--- src/rtl/lscr_sqrt.sv ---
// bitwise integer square root, one result bit per cycle
`timescale 1ns / 1ps
module lscr_sqrt (
  input  logic        clk,
  input  logic        rst,
  input  logic        start,
  input  logic [63:0] value,
  output logic        done,
  output logic [31:0] root
);

  logic [63:0] v, res, bitv, trial;
  logic        run;

  assign trial = res + bitv;
  assign root  = res[31:0];

  // restoring root step
  always_ff @(posedge clk) begin
    if (rst) begin
      run  <= 1'b0;
      done <= 1'b0;
    end else begin
      done <= run && (bitv == 64'd1);
      if (start) begin
        run  <= 1'b1;
        v    <= value;
        res  <= '0;
        bitv <= 64'd1 << 62;
      end else if (run) begin
        if (v >= trial) begin
          v   <= v - trial;
          res <= (res >> 1) + bitv;
        end else begin
          res <= res >> 1;
        end
        bitv <= bitv >> 2;
        if (bitv == 64'd1) begin
          run <= 1'b0;
        end
      end
    end
  end

endmodule

--- config.mk ---
export PLATFORM = sky130hd
export DESIGN_NAME = lscr_sqrt
export DESIGN_NICKNAME = d
export VERILOG_FILES = /design/src/rtl/lscr_sqrt.sv
export SDC_FILE = /design/constraint.sdc
export NUM_CORES = 1
export LEC_CHECK = 0
export ABC_AREA = 1
export BUFFER_PORTS_ARGS = -buffer_cell sky130_fd_sc_hd__buf_4
export CAP_MARGIN = 20
export CELL_PAD_IN_SITES_DETAIL_PLACEMENT = 1
export CELL_PAD_IN_SITES_GLOBAL_PLACEMENT = 2
export CORE_MARGIN = 2
export CORE_UTILIZATION = 34
export CTS_CLUSTER_SIZE = 30
export DETAILED_ROUTE_END_ITERATION = 12
export PLACE_DENSITY_LB_ADDON = 0.1
export SYNTH_ARGS = -nofsm -noshare
export SYNTH_HDL_FRONTEND = slang
export SYNTH_SLANG_ARGS = --single-unit
--- constraint.sdc ---
create_clock -name clk -period 13.7 [get_ports clk]
set_clock_uncertainty 0.1 [all_clocks]
set_input_delay 3.425 -clock clk [delete_from_list [all_inputs] [get_ports clk]]
set_output_delay 3.425 -clock clk [all_outputs]
set_load 0.01 [all_outputs]
==> flow_summary.toml <==
[yosys]
synth_area_leaders = "nand2_1 26%, edfxtp_1 24%, inv_1 10%"
async_flop_share_pct = 0
yosys.area.top_type = "nand2_1"
synth_top_cell_area_share_pct = 26.2
synth_flop_cell = "edfxtp_1"
synth_cells = 3489
synth.avg_cell_area_um2 = 5.82
synthesis.nets = 3687
seq_area_frac_synth_pct = 23.8
synth_area_um2 = 20300
synth_warnings = 0
synth-seq-cells = 162
synthDistinctLibCells = 45
synth_edf_count = 160

[min_path]
hold_class = "reg -> reg"
worstHoldPathCells = 2
min_to = "run"
hold_start = "run"

[cts]
clock_latency_ns = 0.47
cts_buffers = 17
clock-sinks = 162
clkTransAtPathRegs_ns = 0.07
htreeDepth = 4
post_cts_buffers = 0
cts_tree = "yes"
cts_hold_buf = 0
post_cts_resized = 0
clock_path_buffers = 2
root_buffer = "clkbuf_16"

[drt]
wirelength_um = 87900
wl_per_cell_um = 20.3
drt-initial-drc-count = 997
via_per_inst = 5.09
num_vias = 22000
drtPass1Iterations = 5
antenna_left = 0
route.detailed.drc = 0

[finish]
area_growth_pct = 9.49
final_cells = 4324
finalNetCount = 3736
fillers = 8093
diodes = 0
layout-drive-gt1-share_pct = 4.87

[floorplanning]
rows = 89
die_h_um = 248
coreArea_um2 = 59000
dieArea_um2 = 61700
die_x_um = 248
start_util_pct = 34.4
num_io_pins = 100

[setup_path]
critPathMaxFanout = 47
critPathRequiredTime_ns = 13.70
reg2reg_to = "v[56]"
crit_type = "in -> reg"
reg2reg_from = "res[26]"
cp.arrival_ns = 6.43
start_kind = "input pin"
cp-end-kind = "register"
regToRegSetupSlack_ns = 7.69
worst_r2r_path_depth = 22

[global_route]
grtUsageTotal_pct = 28.0
overflow = 0
grt_pass1_wl_um = 133000
antenna_found_initial = 0
grt_max_degree = 76
grt_pass1_vias = 23100

[sta]
rsz0062_at_grt = "no"
worst_pin_slew_ns = 1.00
fin_hold_ws_ns = 0.381
setup_viol = 0
setup_tns_ns = 0
slew_viol_final = 0
fmax_mhz = 156
fin_crit_ns = 6.43
final-hold-violation-count = 0
max_slew_margin_pct = 33.3
period_share_pct = 46.9

[placed_design]
portBuffers = 99
routabilityCongestion = 0.932
hpwl_um = 75600
dp.cells = 4292

[run_status]
status = "completed"

[pwr]
p_total_uw = 2750
p_leak_uw = 0.0114
power_density_nw_per_um2 = 124
peakVddDrop_mv = 0.0555

[flow_run]
drv_cap = 0
-- worst max-delay path, stage by stage --
cell and delay (ns):
buf_4 0.38, inv_2 0.05, buf_4 0.31, a21oi_4 0.73, o21ai_0 0.24, inv_2 0.65, buf_4 0.53
-- registers in the layout, indices dropped and copies added, names as in the netlist --
register  cells
run           1
done          1
bitv         32
v            64
res          64
-- cell type report --
class	instances	area [um^2]	area share [%]
Clock buffer	17	425	1.91
Clock inverter	15	190	0.855
Inverter	566	2120	9.55
Multi-Input combinational cell	2685	12900	58.0
Sequential cell	162	4840	21.8
Tap cell	773	967	4.35
Timing Repair Buffer	106	796	3.58
-- cells by family after synthesis --
logic type | count (synthesis) | share of synthesized area [%]
compound gates | 318 | 8.32
xor+xnor | 104 | 4.48
flops | 162 | 23.8
buf+inv | 642 | 12.7
simple gates | 2132 | 42.5
fa+ha+maj | 131 | 8.10
-- placed cells by master (no fill, tap or decap), types with 13 or more instances in the layout --
| cell type | synthesis | layout |
|---|---|---|
| xnor2_1 | 58 | 58 |
| edfxtp_1 | 160 | 160 |
| clkbuf_16 | 0 | 17 |
| xor2_1 | 46 | 46 |
| nor2_1 | 352 | 352 |
| nor3_1 | 30 | 30 |
| buf_4 | 32 | 106 |
| nand4_1 | 25 | 25 |
| o21bai_1 | 15 | 15 |
| and2_1 | 13 | 13 |
| nand2_1 | 1421 | 1421 |
| a21oi_1 | 143 | 142 |
| ha_1 | 130 | 130 |
| nand3_1 | 222 | 222 |
| nand3b_1 | 26 | 26 |
| o21ai_0 | 132 | 132 |
| inv_1 | 561 | 559 |
-- synth_stat cells (all sizes together), types with 26 or more instances --
| cell type | n |
|---|---|
| edfxtp | 160 |
| nand3 | 223 |
| buf | 51 |
| nor3 | 32 |
| inv | 566 |
| nand2 | 1426 |
| o21ai | 139 |
| xnor2 | 58 |
| a21oi | 145 |
| ha | 130 |
| xor2 | 46 |
| nor2 | 360 |
| nand3b | 26 |
-- metal layers --
| metal | track usage [%] | share of wire (%) | wire length [um] |
|---|---|---|---|
| met4 | 12.9 | 4.8 | 4240 |
| met1 | 35.3 | 44 | 38900 |
| met5 | 0 | 0 | 0 |
| met2 | 48.8 | 48 | 42300 |
| met3 | 1.75 | 2.7 | 2400 |
-- worst max-delay path by stage --
stage                     start     to  slack (ns)  depth (start not counted)
after global placement    start  v[47]        6.72                          7
after global routing      start  v[60]        7.03                          7
after detailed placement  start  v[61]        6.71                          7
after floorplan           start   v[0]        2.49                          6
final                     start  v[56]        7.27                          7
after CTS                 start  v[55]        7.21                          7
-- stage by stage --
stage	setup slack (ns)	util, %	area [um^2]
finish	7.27	37.7	22300
global placement	6.72	36.7	21600
floorplan	2.49	-	20300
CTS	7.21	37.7	22300
global route	7.03	37.7	22300
detailed placement	6.71	36.7	21600
-- power breakdown --
part / internal, uW / leakage [uW] / total (uW) / switching [uW]
combinational: 476 / 0.00956 / 1510 / 1040
sequential: 639 / 0.00156 / 722 / 82.4
clock: 263 / 0.000293 / 518 / 255
Note: power is estimated with default switching activity, not from simulation.
