[src/rtl/lscr_ram.sv]
// generic single-port-write, registered-read ram
`timescale 1ns / 1ps
module lscr_ram #(
  parameter int WIDTH = 8,
  parameter int DEPTH = 16,
  localparam int AW = (DEPTH > 1) ? $clog2(DEPTH) : 1
) (
  input  logic             clk,
  input  logic             we,
  input  logic [AW-1:0]    waddr,
  input  logic [WIDTH-1:0] wdata,
  input  logic [AW-1:0]    raddr,
  output logic [WIDTH-1:0] rdata
);

  logic [WIDTH-1:0] mem [DEPTH];

  // write port and registered read
  always_ff @(posedge clk) begin
    if (we) begin
      mem[waddr] <= wdata;
    end
    rdata <= mem[raddr];
  end

endmodule

[config.mk]
export PLATFORM = sky130hd
export DESIGN_NAME = lscr_ram
export DESIGN_NICKNAME = d
export VERILOG_FILES = /design/src/rtl/lscr_ram.sv
export SDC_FILE = /design/constraint.sdc
export NUM_CORES = 1
export LEC_CHECK = 0
export BUFFER_PORTS_ARGS = -buffer_cell sky130_fd_sc_hd__clkbuf_2
export CORE_MARGIN = 2
export CORE_UTILIZATION = 49
export CTS_BUF_LIST = sky130_fd_sc_hd__clkbuf_4
export DETAILED_ROUTE_END_ITERATION = 7
export PLACE_DENSITY_LB_ADDON = 0.1
export SYNTH_ARGS = -nofsm -noshare
export SYNTH_HDL_FRONTEND = slang
export SYNTH_SLANG_ARGS = --single-unit
[constraint.sdc]
create_clock -name clk -period 2.4 [get_ports clk]
set_input_delay 0.12 -clock clk [delete_from_list [all_inputs] [get_ports clk]]
set_output_delay 0.12 -clock clk [all_outputs]
set_load 0.005 [all_outputs]
==> flow_metrics.env <==
export IMPL_power_mw=4.41
export IMPL_dieArea_um2=11300
export IMPL_drt_pass1_iter_count=4
export IMPL_antenna_found_initial=0
export IMPL_cp_max_fo=1
export IMPL_die_height_um=106
export IMPL_crit_arrival_ns=1.74
export IMPL_cts_buffers=17
export IMPL_grt_pass1_vias=2366
export IMPL_initial_core_util_pct=50.1
export IMPL_p_per_area_nw_per_um2=757
export IMPL_fin_crit_sh_pct=56.9
export IMPL_globalRouteTotalUtil_pct=17.9
export IMPL_cp_cell_sequence="mux4_1 -> a22oi_1 -> nand2_1"
export IMPL_routed_wl_um=9270
export IMPL_drv_slew=0
export IMPL_crit_path_start="mem[9][2]$_DFFE_PP_"
export IMPL_clk_pin_slew_worst_paths_ns=0.12
export IMPL_endpoint="rdata[2]$_DFF_P_"
export IMPL_p_seq_share_pct=60.5
export IMPL_leakagePower_nw=1.97
export IMPL_fmax_mhz=732
export IMPL_synth_seq_cells=136
export IMPL_fin_skew_ns=0.0180
export IMPL_grt_remaining_overflow=0
export IMPL_clock_power_share_pct=34.1
export IMPL_gp_congestion=0.728
export IMPL_post_cts_buffers=0
export IMPL_hold_class="in2reg"
export IMPL_cts_root_buf="clkbuf_4"
export IMPL_grt_pass1_wl_um=14200
export IMPL_cts_max_level=4
export IMPL_hold_buffers=1
export IMPL_placement_io_buffers=25
export IMPL_tightest_slew_ns=0.752
export IMPL_power_switching_mw=0.928
export IMPL_reg2regPathDepth=3
export IMPL_cp_end_kind="flip-flop"
export IMPL_synth_cells=229
export IMPL_status="finished clean"
export IMPL_p_sw_share_pct=21.1
export IMPL_hold_viol=0
export IMPL_syn_avg_cell_area_um2=22.5
export IMPL_drcViolationCount=0
export IMPL_clkLatencyLatePin_ns=0.51
export IMPL_holdCritStartpoint="wdata[4]"
export IMPL_pre_cts_ws_ns=0.616
export IMPL_drive_gt1_share_pct=31.8
export IMPL_rows=37
export IMPL_mostFrequentLayoutCell="edfxtp_1"
export IMPL_routedWlPerCell_um=21.5
export IMPL_cts_resized=0
export IMPL_cts_sinks=136
export IMPL_die_w_um=106
export IMPL_start_kind="flip-flop"
export IMPL_yosysUniqueCellTypes=19
export IMPL_rsz0062_at_grt="false"
export IMPL_path_class="reg2reg"
export IMPL_cp_required_ns=2.78
export IMPL_cp_slowest_stage_delay_ns=0.50
export IMPL_period_needed_ns=1.37
export IMPL_synth_seq_area_share_pct=77.8
export IMPL_p_int_mw=3.48
export IMPL_area_delta_synth_final_pct=13.1
export IMPL_fillers=839
export IMPL_ios=26
export IMPL_avgViaCountPerCell=5.50
export IMPL_r2r_end="rdata[2]$_DFF_P_"
export IMPL_grt_max_degree=17
export IMPL_setup_tns_ns=0
export IMPL_n_antenna_cell=0
export IMPL_cts_buffer_depth=2
export IMPL_synth_fp_nets=247
export IMPL_postLayoutSetupSlackWorst_ns=1.03
export IMPL_cap_violations=0
export IMPL_dpl_hpwl_um=6150
export IMPL_final_core_util_pct=56.6
export IMPL_r2r_setup_slack_ns=1.03
export IMPL_ant_nets=0
export IMPL_final_cell_mix="edfxtp_1, clkbuf_2, buf_4, mux4_2, clkbuf_4"
export IMPL_hold_depth=1
export IMPL_ir_drop_mv=0.411
export IMPL_vias=2377
export IMPL_initialDrtViolationCount=106
export IMPL_finalSetupViolations=0
export IMPL_yosys_warnings=0
export IMPL_r2r_start="mem[9][2]$_DFFE_PP_"
export IMPL_final_nets=302
export IMPL_core_area_um2=10300
export IMPL_relSlewSlack_pct=49.8
export IMPL_cts_tree="yes"
export IMPL_netlist_area_um2=5150
export IMPL_crit_path_top_delay_cell="mux4_1"
export IMPL_power_frac_comb_pct=5.4
## registers in the layout, summed over array words and instances, names as in the netlist
signal and flops:
mem 128, rdata 8
## per-layer routing
layer	track usage [%]	wire, um	part of all wire (%)
met5	0	0	0
met2	27.6	4470	48
met3	5.33	383	4.1
met1	25.1	4340	47
met4	5.57	76	0.82
## per-stage QoR
stage          cell area, um^2  hold WS [ns]  instances
2_1_floorplan             5150         0.219        229
3_3_place_gp              5520         0.494        400
3_5_place_dp              5520         0.494        400
4_1_cts                   5820       0.00868        432
5_1_grt                   5820        0.0165        432
6_report                  5820        0.0428        432
## power groups by stage
stage	registers (mW)	clock network, mW	logic (mW)
6_report	2.67	1.50	0.237
5_1_grt	2.67	1.64	0.261
4_1_cts	2.67	1.54	0.241
3_5_place_dp	2.72	0	0.239
3_3_place_gp	2.72	0	0.238
2_1_floorplan	2.72	0	0.135
## synthesized netlist by cell type
| cell type | n | share of area (%) |
|---|---|---|
| buf_4 | 1 | 0.15 |
| and2b_1 | 1 | 0.15 |
| buf_2 | 3 | 0.29 |
| nand2b_1 | 2 | 0.24 |
| nor2_1 | 13 | 0.95 |
| mux4_2 | 18 | 7.9 |
| nor3_1 | 4 | 0.39 |
| edfxtp_1 | 128 | 75 |
| mux4_1 | 14 | 7.1 |
| and2_1 | 1 | 0.12 |
| a22oi_1 | 16 | 2.3 |
| nand3_1 | 1 | 0.097 |
| nand2_1 | 9 | 0.66 |
| clkdlybuf4s25_2 | 3 | 0.58 |
| buf_6 | 3 | 0.66 |
| dfxtp_1 | 8 | 3.1 |
| nand3b_1 | 2 | 0.29 |
| or3b_2 | 1 | 0.17 |
| nor2b_1 | 1 | 0.12 |
## layout make-up
cell class	count	area [um^2]	area share, %
repair buffers	46	298	5.12
well taps	136	170	2.92
clock inverters	13	156	2.69
flip-flops and latches	136	4000	68.8
clock buffers	18	135	2.32
multi-input cells	83	1060	18.2
## cells by family (layout without fill, tap and decap cells)
kind of cell | count (synthesis) | count (layout) | share of synthesized area (%)
AO/OA/AOI/OAI | 16 | 16 | 2.33
multiplexers | 32 | 32 | 15.0
flip-flops | 136 | 136 | 77.8
AND/OR/NAND/NOR | 35 | 35 | 3.18
buffers and inverters | 10 | 77 | 1.68
## worst max-delay path: cells and delay by family, from the launching register on
family | cells | cell delay (ns)
DFF | 1 | 0.37
AOI/OAI and AO/OA | 1 | 0.29
muxes | 1 | 0.50
and+or+nand+nor | 1 | 0.08
## worst min path at each step
stage                                to
finish              mem[7][4]$_DFFE_PP_
global route        mem[6][4]$_DFFE_PP_
floorplan           mem[0][0]$_DFFE_PP_
global placement               rdata[4]
CTS                 mem[6][4]$_DFFE_PP_
detailed placement             rdata[4]
No activity file was read; power rests on OpenSTA's default activity.
